[src/rtl/jfs_pkg.sv]
// Shared types, codes and helpers for the JPEG frame size scanner.
// Depends on nothing; every other file in rtl/ but jfs_if imports it.
package jfs_pkg;

   // parse phase codes
   localparam logic [3:0] PH_SIG0 = 4'd0;
   localparam logic [3:0] PH_SIG1 = 4'd1;
   localparam logic [3:0] PH_MK0  = 4'd2;
   localparam logic [3:0] PH_DROP = 4'd3;
   localparam logic [3:0] PH_HUNT = 4'd4;
   localparam logic [3:0] PH_MK1  = 4'd5;
   localparam logic [3:0] PH_LEN0 = 4'd6;
   localparam logic [3:0] PH_LEN1 = 4'd7;
   localparam logic [3:0] PH_SOF  = 4'd8;
   localparam logic [3:0] PH_SKIP = 4'd9;

   // result status codes
   localparam logic [2:0] ST_FOUND   = 3'd0;
   localparam logic [2:0] ST_BADSIG  = 3'd1;
   localparam logic [2:0] ST_ENDSCAN = 3'd2;
   localparam logic [2:0] ST_BADLEN  = 3'd3;
   localparam logic [2:0] ST_ENDED   = 3'd4;

   // marker bytes
   localparam logic [7:0] MK_PREFIX = 8'hff;
   localparam logic [7:0] MK_SOI    = 8'hd8;
   localparam logic [7:0] MK_EOI    = 8'hd9;
   localparam logic [7:0] MK_SOS    = 8'hda;
   localparam logic [7:0] MK_SOF_LO = 8'hc0;
   localparam logic [7:0] MK_SOF_HI = 8'hcf;
   localparam logic [7:0] MK_DHT    = 8'hc4;
   localparam logic [7:0] MK_JPG    = 8'hc8;
   localparam logic [7:0] MK_DAC    = 8'hcc;

   // positions inside the frame header
   localparam logic [2:0] FH_HEIGHT_HI = 3'd1;
   localparam logic [2:0] FH_HEIGHT_LO = 3'd2;
   localparam logic [2:0] FH_WIDTH_HI  = 3'd3;
   localparam logic [2:0] FH_WIDTH_LO  = 3'd4;

   typedef struct packed {
      logic [3:0]  phase;
      logic [15:0] skip_remaining;
      logic [7:0]  length_high;
      logic [7:0]  current_marker;
      logic [2:0]  frame_byte_index;
      logic [15:0] height_held;
      logic [7:0]  width_high;
      logic        decided;
   } jfs_state_type;

   localparam jfs_state_type STATE_RESET = '{
      phase:            PH_SIG0,
      skip_remaining:   16'd0,
      length_high:      8'd0,
      current_marker:   8'd0,
      frame_byte_index: 3'd0,
      height_held:      16'd0,
      width_high:       8'd0,
      decided:          1'b0
   };

   typedef struct packed {
      logic [2:0]  status;
      logic [15:0] frame_width;
      logic [15:0] frame_height;
   } jfs_result_type;

   typedef struct packed {
      logic           hit;
      jfs_result_type result;
   } jfs_step_type;

   function automatic logic is_frame_marker(input logic [7:0] m);
      return (m >= MK_SOF_LO) && (m <= MK_SOF_HI) &&
             (m != MK_DHT) && (m != MK_JPG) && (m != MK_DAC);
   endfunction

endpackage

[src/rtl/jfs_if.sv]
// Valid/ready channel interfaces for the scanner's byte input and result output.
// Depends on nothing.
interface jfs_req_if;
   logic       valid;
   logic       ready;
   logic [7:0] data_byte;
   logic       last_byte;

   modport source (output valid, output data_byte, output last_byte, input ready);
   modport sink   (input valid, input data_byte, input last_byte, output ready);
endinterface

interface jfs_rsp_if;
   logic        valid;
   logic        ready;
   logic [2:0]  status;
   logic [15:0] frame_width;
   logic [15:0] frame_height;

   modport source (output valid, output status, output frame_width,
                   output frame_height, input ready);
   modport sink   (input valid, input status, input frame_width,
                   input frame_height, output ready);
endinterface

[src/rtl/jpeg_frame_size_scanner.sv]
// Top level of the JPEG frame size scanner: byte input register, parser state,
// result register. Depends on jfs_pkg, jfs_if and jfs_parse_step.
//
// A byte's result goes from the parse step into the result register, then to rsp.
// Throughput: one byte per cycle; the only stall is a held result on rsp.
// Reset: synchronous, active high; clears both valid flags and the parser state.
module jpeg_frame_size_scanner (
   input  logic     clock,
   input  logic     reset,
   jfs_req_if.sink   req,
   jfs_rsp_if.source rsp
);
   import jfs_pkg::*;

   // input register
   logic       in_valid_ff;
   logic [7:0] in_byte_ff;
   logic       in_last_ff;

   // parser state
   jfs_state_type state_ff;
   jfs_state_type state_in;
   jfs_step_type  step;

   // result register
   logic           out_valid_ff;
   logic           out_valid_in;
   jfs_result_type out_ff;

   logic advance;
   logic req_take;

   // Advance the held byte when the result register is free or being drained.
   assign advance  = in_valid_ff && (!out_valid_ff || rsp.ready);
   assign req.ready = !in_valid_ff || advance;
   assign req_take = req.valid && req.ready;

   jfs_parse_step u_step (
      .cur_state (state_ff),
      .data_byte (in_byte_ff),
      .last_byte (in_last_ff),
      .nxt_state (state_in),
      .step      (step)
   );

   always_ff @(posedge clock) begin
      if (reset) begin
         in_valid_ff <= 1'b0;
      end else if (req.ready) begin
         in_valid_ff <= req.valid;
      end
   end

   // Capture payload on every accept; no reset needed.
   always_ff @(posedge clock) begin
      if (req_take) begin
         in_byte_ff <= req.data_byte;
         in_last_ff <= req.last_byte;
      end
   end

   // Step the parser once per byte that moves out of the input register.
   always_ff @(posedge clock) begin
      if (reset) begin
         state_ff <= STATE_RESET;
      end else if (advance) begin
         state_ff <= state_in;
      end
   end

   // Load a result when the byte produces one, drop it once taken.
   always_comb begin
      out_valid_in = out_valid_ff;
      if (advance && step.hit) begin
         out_valid_in = 1'b1;
      end else if (rsp.ready) begin
         out_valid_in = 1'b0;
      end
   end

   always_ff @(posedge clock) begin
      if (reset) begin
         out_valid_ff <= 1'b0;
      end else begin
         out_valid_ff <= out_valid_in;
      end
   end

   always_ff @(posedge clock) begin
      if (advance && step.hit) begin
         out_ff <= step.result;
      end
   end

   assign rsp.valid        = out_valid_ff;
   assign rsp.status       = out_ff.status;
   assign rsp.frame_width  = out_ff.frame_width;
   assign rsp.frame_height = out_ff.frame_height;
endmodule

[src/rtl/jfs_parse_step.sv]
// Next-state and result logic for one byte of the scanner.
// Depends on jfs_pkg.
module jfs_parse_step (
   input  jfs_pkg::jfs_state_type cur_state,
   input  logic [7:0]             data_byte,
   input  logic                   last_byte,
   output jfs_pkg::jfs_state_type nxt_state,
   output jfs_pkg::jfs_step_type  step
);
   import jfs_pkg::*;

   logic [15:0] seg_len;
   logic [15:0] skip_dec;

   assign seg_len  = {cur_state.length_high, data_byte};
   assign skip_dec = cur_state.skip_remaining - 16'd1;

   always_comb begin
      nxt_state = cur_state;
      step      = '0;

      if (cur_state.decided) begin
         if (last_byte) begin
            nxt_state = STATE_RESET;
         end
      end else begin
         unique case (cur_state.phase)
            PH_SIG0: begin
               if (data_byte != MK_PREFIX) begin
                  step.hit           = 1'b1;
                  step.result.status = ST_BADSIG;
               end else begin
                  nxt_state.phase = PH_SIG1;
               end
            end
            PH_SIG1: begin
               if (data_byte != MK_SOI) begin
                  step.hit           = 1'b1;
                  step.result.status = ST_BADSIG;
               end else begin
                  nxt_state.phase = PH_MK0;
               end
            end
            PH_MK0: begin
               nxt_state.phase = (data_byte == MK_PREFIX) ? PH_MK1 : PH_DROP;
            end
            PH_DROP: begin
               nxt_state.phase = PH_HUNT;
            end
            PH_HUNT: begin
               if (data_byte == MK_PREFIX) begin
                  nxt_state.phase = PH_MK1;
               end
            end
            PH_MK1: begin
               if (data_byte == MK_EOI || data_byte == MK_SOS) begin
                  step.hit           = 1'b1;
                  step.result.status = ST_ENDSCAN;
               end else begin
                  nxt_state.current_marker = data_byte;
                  nxt_state.phase          = PH_LEN0;
               end
            end
            PH_LEN0: begin
               nxt_state.length_high = data_byte;
               nxt_state.phase       = PH_LEN1;
            end
            PH_LEN1: begin
               if (is_frame_marker(cur_state.current_marker)) begin
                  nxt_state.frame_byte_index = 3'd0;
                  nxt_state.phase            = PH_SOF;
               end else if (seg_len[15:1] == 15'd0) begin
                  step.hit           = 1'b1;
                  step.result.status = ST_BADLEN;
               end else begin
                  nxt_state.skip_remaining = seg_len - 16'd2;
                  nxt_state.phase = (seg_len == 16'd2) ? PH_MK0 : PH_SKIP;
               end
            end
            PH_SOF: begin
               unique case (cur_state.frame_byte_index)
                  FH_HEIGHT_HI: nxt_state.height_held = {data_byte, 8'd0};
                  FH_HEIGHT_LO: nxt_state.height_held =
                                   {cur_state.height_held[15:8], data_byte};
                  FH_WIDTH_HI:  nxt_state.width_high = data_byte;
                  FH_WIDTH_LO: begin
                     step.hit                 = 1'b1;
                     step.result.status       = ST_FOUND;
                     step.result.frame_width  = {cur_state.width_high, data_byte};
                     step.result.frame_height = cur_state.height_held;
                  end
                  default: ;
               endcase
               nxt_state.frame_byte_index = cur_state.frame_byte_index + 3'd1;
            end
            PH_SKIP: begin
               nxt_state.skip_remaining = skip_dec;
               if (skip_dec == 16'd0) begin
                  nxt_state.phase = PH_MK0;
               end
            end
            default: begin
               nxt_state.phase = PH_SIG0;
            end
         endcase

         if (step.hit) begin
            nxt_state.decided = 1'b1;
            if (last_byte) begin
               nxt_state = STATE_RESET;
            end
         end else if (last_byte) begin
            step.hit           = 1'b1;
            step.result.status = ST_ENDED;
            nxt_state          = STATE_RESET;
         end
      end
   end
endmodule

[src/flat_wrapper.sv]
// flat-port wrapper written by rule: the top's interface ports become plain ports
module jpeg_frame_size_scanner_flat import jfs_pkg::*;
  (clock, reset, req_valid, req_data_byte, req_last_byte, req_ready, rsp_valid, rsp_status, rsp_frame_width, rsp_frame_height, rsp_ready);
  jfs_req_if req_i ();
  jfs_rsp_if rsp_i ();
  input  logic clock;
  input  logic reset;
  input wire logic [$bits(req_i.valid)-1:0] req_valid;
  input wire logic [$bits(req_i.data_byte)-1:0] req_data_byte;
  input wire logic [$bits(req_i.last_byte)-1:0] req_last_byte;
  output wire logic [$bits(req_i.ready)-1:0] req_ready;
  output wire logic [$bits(rsp_i.valid)-1:0] rsp_valid;
  output wire logic [$bits(rsp_i.status)-1:0] rsp_status;
  output wire logic [$bits(rsp_i.frame_width)-1:0] rsp_frame_width;
  output wire logic [$bits(rsp_i.frame_height)-1:0] rsp_frame_height;
  input wire logic [$bits(rsp_i.ready)-1:0] rsp_ready;
  assign req_i.valid = req_valid;
  assign req_i.data_byte = req_data_byte;
  assign req_i.last_byte = req_last_byte;
  assign req_ready = req_i.ready;
  assign rsp_valid = rsp_i.valid;
  assign rsp_status = rsp_i.status;
  assign rsp_frame_width = rsp_i.frame_width;
  assign rsp_frame_height = rsp_i.frame_height;
  assign rsp_i.ready = rsp_ready;
  jpeg_frame_size_scanner u_core (.clock(clock), .reset(reset), .req(req_i), .rsp(rsp_i));
endmodule
[config.mk]
export PLATFORM = sky130hd
export DESIGN_NAME = jpeg_frame_size_scanner_flat
export DESIGN_NICKNAME = d
export VERILOG_FILES = /design/src/rtl/jfs_pkg.sv /design/src/rtl/jfs_if.sv /design/src/rtl/jpeg_frame_size_scanner.sv /design/src/rtl/jfs_parse_step.sv /design/src/flat_wrapper.sv
export SDC_FILE = /design/constraint.sdc
export NUM_CORES = 1
export LEC_CHECK = 0
export ABC_AREA = 1
export BUFFER_PORTS_ARGS = -buffer_cell sky130_fd_sc_hd__buf_2
export CAP_MARGIN = 0
export CORE_MARGIN = 2
export CORE_UTILIZATION = 52
export DETAILED_ROUTE_END_ITERATION = 12
export PLACE_DENSITY = 0.76
export SLEW_MARGIN = 25
export SYNTH_ARGS = -nofsm -noshare
export SYNTH_HDL_FRONTEND = slang
export SYNTH_SLANG_ARGS = --single-unit
[constraint.sdc]
create_clock -name clock -period 3.32 [get_ports clock]
set_input_delay 0.498 -clock clock [delete_from_list [all_inputs] [get_ports clock]]
set_output_delay 0.498 -clock clock [all_outputs]
set_load 0.005 [all_outputs]
Word level (Yosys, flattened, before mapping)
Cells that the tools add are included.
{"block": "classes", "addsub": 3, "n_lt_le_gt_ge": 2, "eq_ne": 23, "n_mux": 39, "bitwise_logic": 2, "reduce_logical": 18}
{"op": "two-way mux 64 bit", "n": 5}
{"op": "two-way mux 36 bit", "n": 2}
{"op": "one-hot mux 16 bit (2 select lines)", "n": 2}
{"op": "two-way mux 4 bit", "n": 15}
{"op": "!= test 8 bit, second input constant", "n": 5}
{"op": "one-hot mux 4 bit (10 select lines)", "n": 1}
{"op": "two-way mux 32 bit", "n": 1}
{"op": "two-way mux 8 bit", "n": 4}
{"op": "== test 8 bit, second input constant", "n": 3}
{"op": "two-way mux 24 bit", "n": 1}
{"op": "two-way mux 20 bit", "n": 1}
{"op": "one-hot mux 4 bit (5 select lines)", "n": 1}
{"op": "== test 16 x 2 -> 1 bit, second input constant", "n": 1}
{"op": "== test 4 x 3 -> 1 bit, second input constant", "n": 4}
{"op": "logical NOT 16 bit", "n": 1}
{"op": "two-way mux 16 bit", "n": 1}
{"op": "subtractor 16 x 1 -> 16 bit, second input constant", "n": 1}
{"op": "subtractor 16 x 2 -> 16 bit, second input constant", "n": 1}
{"op": "logical NOT 15 bit", "n": 1}
{"op": "== test 4 x 2 -> 1 bit, second input constant", "n": 2}
{"op": "== test 4 bit, second input constant", "n": 2}
{"op": ">= comparator 8 bit, second input constant", "n": 1}
{"op": "<= comparator 8 bit, second input constant", "n": 1}
{"op": "logical AND 1 bit", "n": 7}
{"op": "other kinds (16)", "n": 23}
{"block": "word_totals", "regBits": 110, "inputBits": 13, "out_inout_bits": 37, "wordCells": 102}

Logic depth before layout (Yosys ltp)
{"block": "depth", "depth_word": 13, "depth_mapped": 15, "mapped_depth_nobuf": 15}

By module
From an unflattened synthesis, not the netlist that was laid out.
{"block": "unflattened", "hier_cells": 1059, "area_unflattened_um2": 7158.1}
{"module": "jpeg_frame_size_scanner", "instances": 1, "cells_per_inst": 481, "area_each_um2": 4260.3, "seq_area_each_um2": 2642.5}
{"module": "jfs_parse_step", "instances": 1, "cells_per_inst": 578, "area_each_um2": 2897.8, "seq_area_each_um2": 0.0}

Least setup slack after synthesis
No wires, ideal clock.
{"block": "synth_timing", "kind": "register to register", "startpoint": "reg u_core.in_byte_ff[1]", "endpoint": "reg u_core.out_ff, in the netlist u_core.rsp.frame_height[0], enable pin", "setup_ns": 0.390, "t_arrival_ns": 2.354, "required_ns": 2.930, "path_slack_ns": 0.577, "path_stages_with_launch": 13, "n_path_buf": 0, "period_less_slack_ns": 2.743, "cell_sequence": "edfxtp_1 -> inv_1 -> ha_1 -> nand2_1 -> nor2_1 -> nand2_1 -> nor3_1 -> a21oi_1 -> nand3_1 -> inv_1 -> nand2_1 -> nand2_1 -> inv_1"}
{"block": "synth_between", "elab_chain_len": 8, "elab_cells_between_ends": 16, "classes_between": "eq/ne (4); mux (9); reduce/logical (3)"}
{"item": "from (decl)", "line_no": "jpeg_frame_size_scanner.sv:17", "text": "logic [7:0] in_byte_ff;"}
{"item": "from (signal assigned)", "line_no": "jpeg_frame_size_scanner.sv:57", "text": "in_byte_ff <= req.data_byte;"}
{"item": "logical NOT 15 bit or == test 8 bit (tied branches)", "line_no": "jfs_parse_step.sv:72, jfs_parse_step.sv:56"}
{"item": "two-way mux 4 bit or logical OR 1 bit (tied branches)", "line_no": "jfs_parse_step.sv:72, jfs_parse_step.sv:56"}
{"item": "two-way mux 4 bit, on equally long branches", "line_no": "jfs_parse_step.sv:69, jfs_parse_step.sv:56"}
{"item": "one-hot mux 4 bit (5 select lines) (*)", "line_no": "jfs_parse_step.sv:27", "text": "unique case (cur_state.phase)"}
{"item": "two-way mux 4 bit (*)", "line_no": "jfs_parse_step.sv:22", "text": "if (cur_state.decided) begin"}
{"item": "two-way mux 4 bit (*)", "line_no": "jfs_parse_step.sv:107", "text": "if (step.hit) begin"}
{"item": "two-way mux 36 bit (*)", "line_no": "jfs_parse_step.sv:22"}
{"item": "logical AND 1 bit (*)", "line_no": "jpeg_frame_size_scanner.sv:90", "text": "if (advance && step.hit) begin"}
{"item": "to (signal assigned)", "line_no": "jpeg_frame_size_scanner.sv:91", "text": "out_ff <= step.result;"}
{"item": "to (decl)", "line_no": "jpeg_frame_size_scanner.sv:28", "text": "jfs_result_type out_ff;"}
Mark *: on every way between the ends. The rest lies on a longest branch, timed or not. The select of a mux whose other input is x is not followed.
A chain may end at the register's enable or synchronous reset.

Worst setup path in the final report
{"block": "layout_timing", "startpoint": "reg u_core.in_byte_ff[1]", "endpoint": "reg u_core.out_ff, in the netlist u_core.rsp.frame_height[10], enable pin"}
Same word-level chain as after synthesis.

==> summary.md <==
| Metric | Value |
|---|---|
| Status | `completed` |
| Clk pwr share | `34.4%` |
| Final WL | `13.9 mm` |
| Die width | `110 um` |
| CTS Root Cell | `clkbuf_8` |
| Max cap viols | `0` |
| Storage element area | `2640 sq um` |
| Seq/Total Area, Yosys | `45.2%` |
| Final nets | `867` |
| Synth Area in Simple Gates | `29.4%` |
| Final setup fails | `0` |
| Multiplexer area fraction after synthesis | `0%` |
| # DRC | `0` |
| Fin Setup TNS | `0 ns` |
| Drt via density | `5.36` |
| Worst hold slack | `0.293 ns` |
| Chip Height | `110 um` |
| Pwr/cell area | `384 nW/um^2` |
| Clock Skew | `0.0207 ns` |
| DR vias | `5,314` |
| CTS Sinks | `110` |
| Area added between synthesis and finish | `8.80%` |
| Switching power | `595 uW` |
| Sequential share of power | `59.8%` |
| Pin count of the biggest net entering global routing | `41` |
| Placement Rows | `38` |
| Placed cell areas | `6150 sq um` |
| Multi-input logic area | `2600 sq um` |
| Comb power frac | `5.8%` |
| #FFs+latches synth | `110` |
| Syn_nets | `831` |
| Max Fclk | `356 MHz` |
| Main combinational cell family by area after synthesis | `simple AND/OR/NAND/NOR gates` |
| Initial Utilization | `53.7%` |
| HPWL after DPL | `9.93 mm` |
| Switching Fraction | `24.4%` |
| Routability cong. | `0.971` |
| Final instance area | `6360 sq um` |
| All-layer global routing usage | `24.2%` |
| CTS tree | `yes` |
| Final hold violations | `0` |
| Cell area after synthesis | `5840 sq um` |
| Max Slew Vio Count | `0` |
| Maximum vdd drop | `0.217 mV` |
| ANT nets after route | `0` |
| Fillers | `1,016` |
| Crit path launch type | `flip-flop` |
| Io pins | `50` |
| Worst Path Arrival | `2.84 ns` |
| Unique masters post-synth | `37` |
| Setup WS post-layout | `0.510 ns` |
| Die area | `12,100 sq um` |
| Kind of critical path | `reg2reg` |
| Final min period | `2.81 ns` |
| Fin crit share | `84.6%` |
| Cts bufs inserted | `9` |
| Iter 0 DRT Violations | `450` |
| Peak fanout along the critical path | `35` |
| LEAKAGE | `2.56 nW` |
| Place WS | `0.531 ns` |
| Layout cells sized above 1 | `10.8%` |
| Wire length per cell | `14.0 um` |
| Port Buffers | `49` |
| CTS clk-pin slew, worst paths | `0.10 ns` |
| Int Pwr | `1.84 mW` |
| Mean area per synthesized cell | `7.21 sq um` |
| Cell count after synthesis | `810` |
| Clk buf depth | `2` |
| Overall Power | `2.44 mW` |
| CP required | `3.35 ns` |
| Core box area | `10,900 sq um` |
| RSZ-0062 raised after global routing | `no` |
| Clock Latency Late Sink | `0.38 ns` |
| CTS Hold Bufs | `0` |
| Gr ovfl total | `0` |
| Yosys warns | `0` |
| Number of global-route vias before repair | `4,780` |
| Worst-margin pin slew | `0.821 ns` |
| Initial antenna violation count | `0` |
| Post-synthesis compound-gate area fraction | `11.8%` |
| Slew HR | `44.6%` |
| Worst min path class | `in2reg` |
| Post-Synth Adder-Cell Area | `1.71%` |
| Iteration count of the initial detailed-routing pass | `5` |
| ANT cells | `0` |
| Critical Path End Type | `flip-flop` |
| XOR/XNOR Fraction of Synth Area | `1.50%` |
| First-pass GRT wire length | `22.8 mm` |
| Setup Buffers After CTS | `0` |
| Post-cts resize count | `0` |
| H-tree Lvls | `3` |
[Yosys cell counts]
cell      number  area share, %
a211oi_1       4           0.51
a21oi_1       74            6.3
a221oi_1       1           0.15
a31oi_1        2           0.21
a41oi_1        1           0.15
buf_2          8           0.69
buf_4          3           0.39
buf_6          4           0.77
clkbuf_1      16            1.0
clkinv_2       1          0.086
dfxtp_1       66             23
edfxtp_1      44             23
ha_1           8            1.7
inv_1        107            6.9
inv_2          6           0.39
inv_4          1           0.11
nand2_1      193             12
nand2_2        1           0.11
nand2_4        1           0.19
nand3_1       71            6.1
nand3_2        2           0.34
nand3_4        1           0.30
nand3b_1       2           0.26
nand4_1        9           0.96
nor2_1       110            7.1
nor2_2         5           0.54
nor2_4         1           0.19
nor3_1         6           0.51
nor3_4         1           0.28
o211ai_1       4           0.51
o21ai_0       41            3.5
o21ai_1        3           0.26
o21bai_1       1           0.13
or2_1          1           0.11
or2_2          1           0.11
xnor2_1        2           0.30
xor2_1         8            1.2
[power groups by stage]
stage               Clock, mW  Sequential [mW]  Combinational (mW)
detailed placement          0             1.49               0.140
CTS                     0.856             1.46               0.141
floorplan                   0             1.48              0.0818
finish                  0.839             1.46               0.141
global placement            0             1.49               0.139
global route            0.903             1.46               0.157
[path summary, 6_finish.rpt]
check,from,to,slack (ns),cells after the start
worst min register to register,u_core.state_ff[29],u_core.state_ff[29],0.45,2
worst min-delay path,req_data_byte[7],u_core.in_byte_ff[7],0.29,1
worst max-delay path,u_core.in_byte_ff[1],u_core.rsp.frame_height[10],0.51,13
worst max register to register,u_core.in_byte_ff[1],u_core.rsp.frame_height[10],0.51,13
[cell families (layout without fill, tap and decap cells)]
group,Yosys count,count (layout)
flops,110,110
xor+xnor,10,10
compound gates,131,131
buf+inv,146,187
fa+ha+maj,8,8
simple gates,405,405
[worst max-delay path, cell delays in order (launching register included)]
cell	delay, ns
edfxtp_1	0.50
inv_1	0.22
ha_1	0.30
nand2_1	0.08
nor2_1	0.13
nand2_1	0.11
nor3_1	0.26
a21oi_1	0.13
nand3_1	0.11
inv_1	0.06
nand2_1	0.06
nand2_1	0.06
inv_1	0.06
buf_4	0.38
[placed cells by master, fill, tap and decap left out, types with 2 or more instances in the layout]
cell type   instances
a21oi_1            74
o21ai_1             3
buf_4               7
nand2_1           193
a211oi_1            4
a31oi_1             2
clkbuf_8            9
clkinvlp_4          2
nand4_1             9
o211ai_1            4
nand3_1            71
inv_2               6
dfxtp_1            66
nand3_2             2
nand3b_1            2
xnor2_1             2
o21ai_0            41
nor2_2              5
edfxtp_1           44
inv_1             107
nor3_1              6
xor2_1              8
nor2_1            110
ha_1                8
buf_2              49
[layer usage]
metal | vias to the layer above | GRT usage [%] | share of wire (%)
met4 | 0 | 8.59 | 2.3
met3 | 29 | 3.88 | 6.8
met1 | 2393 | 31.4 | 43
li1 | 2672 | - | -
met2 | 220 | 40.7 | 47
met5 | - | 0 | 0
[registers in the layout, indices dropped and copies added (netlist names)]
register and flops:
u_core.rsp.frame_height 16, u_core.rsp.status 3, u_core.rsp.frame_width 16, u_core.state_ff 64, u_core.rsp.valid 1, u_core.in_byte_ff 8, u_core.in_last_ff 1, u_core.in_valid_ff 1
[through the flow]
stage,cells,utilization [%]
finish,991,58.4
detailed placement,975,56.5
CTS,991,58.4
global route,991,58.4
floorplan,810,-
global placement,975,56.5
[final cells by class]
type | count | share of cell area [%]
sequential | 110 | 41.6
timing repair buffer | 56 | 4.69
inverter | 115 | 6.85
multi-input combinational | 554 | 40.8
clock inverter | 6 | 1.28
clock buffer | 10 | 2.01
tap | 140 | 2.76
Note: power is estimated with default switching activity, not from simulation.
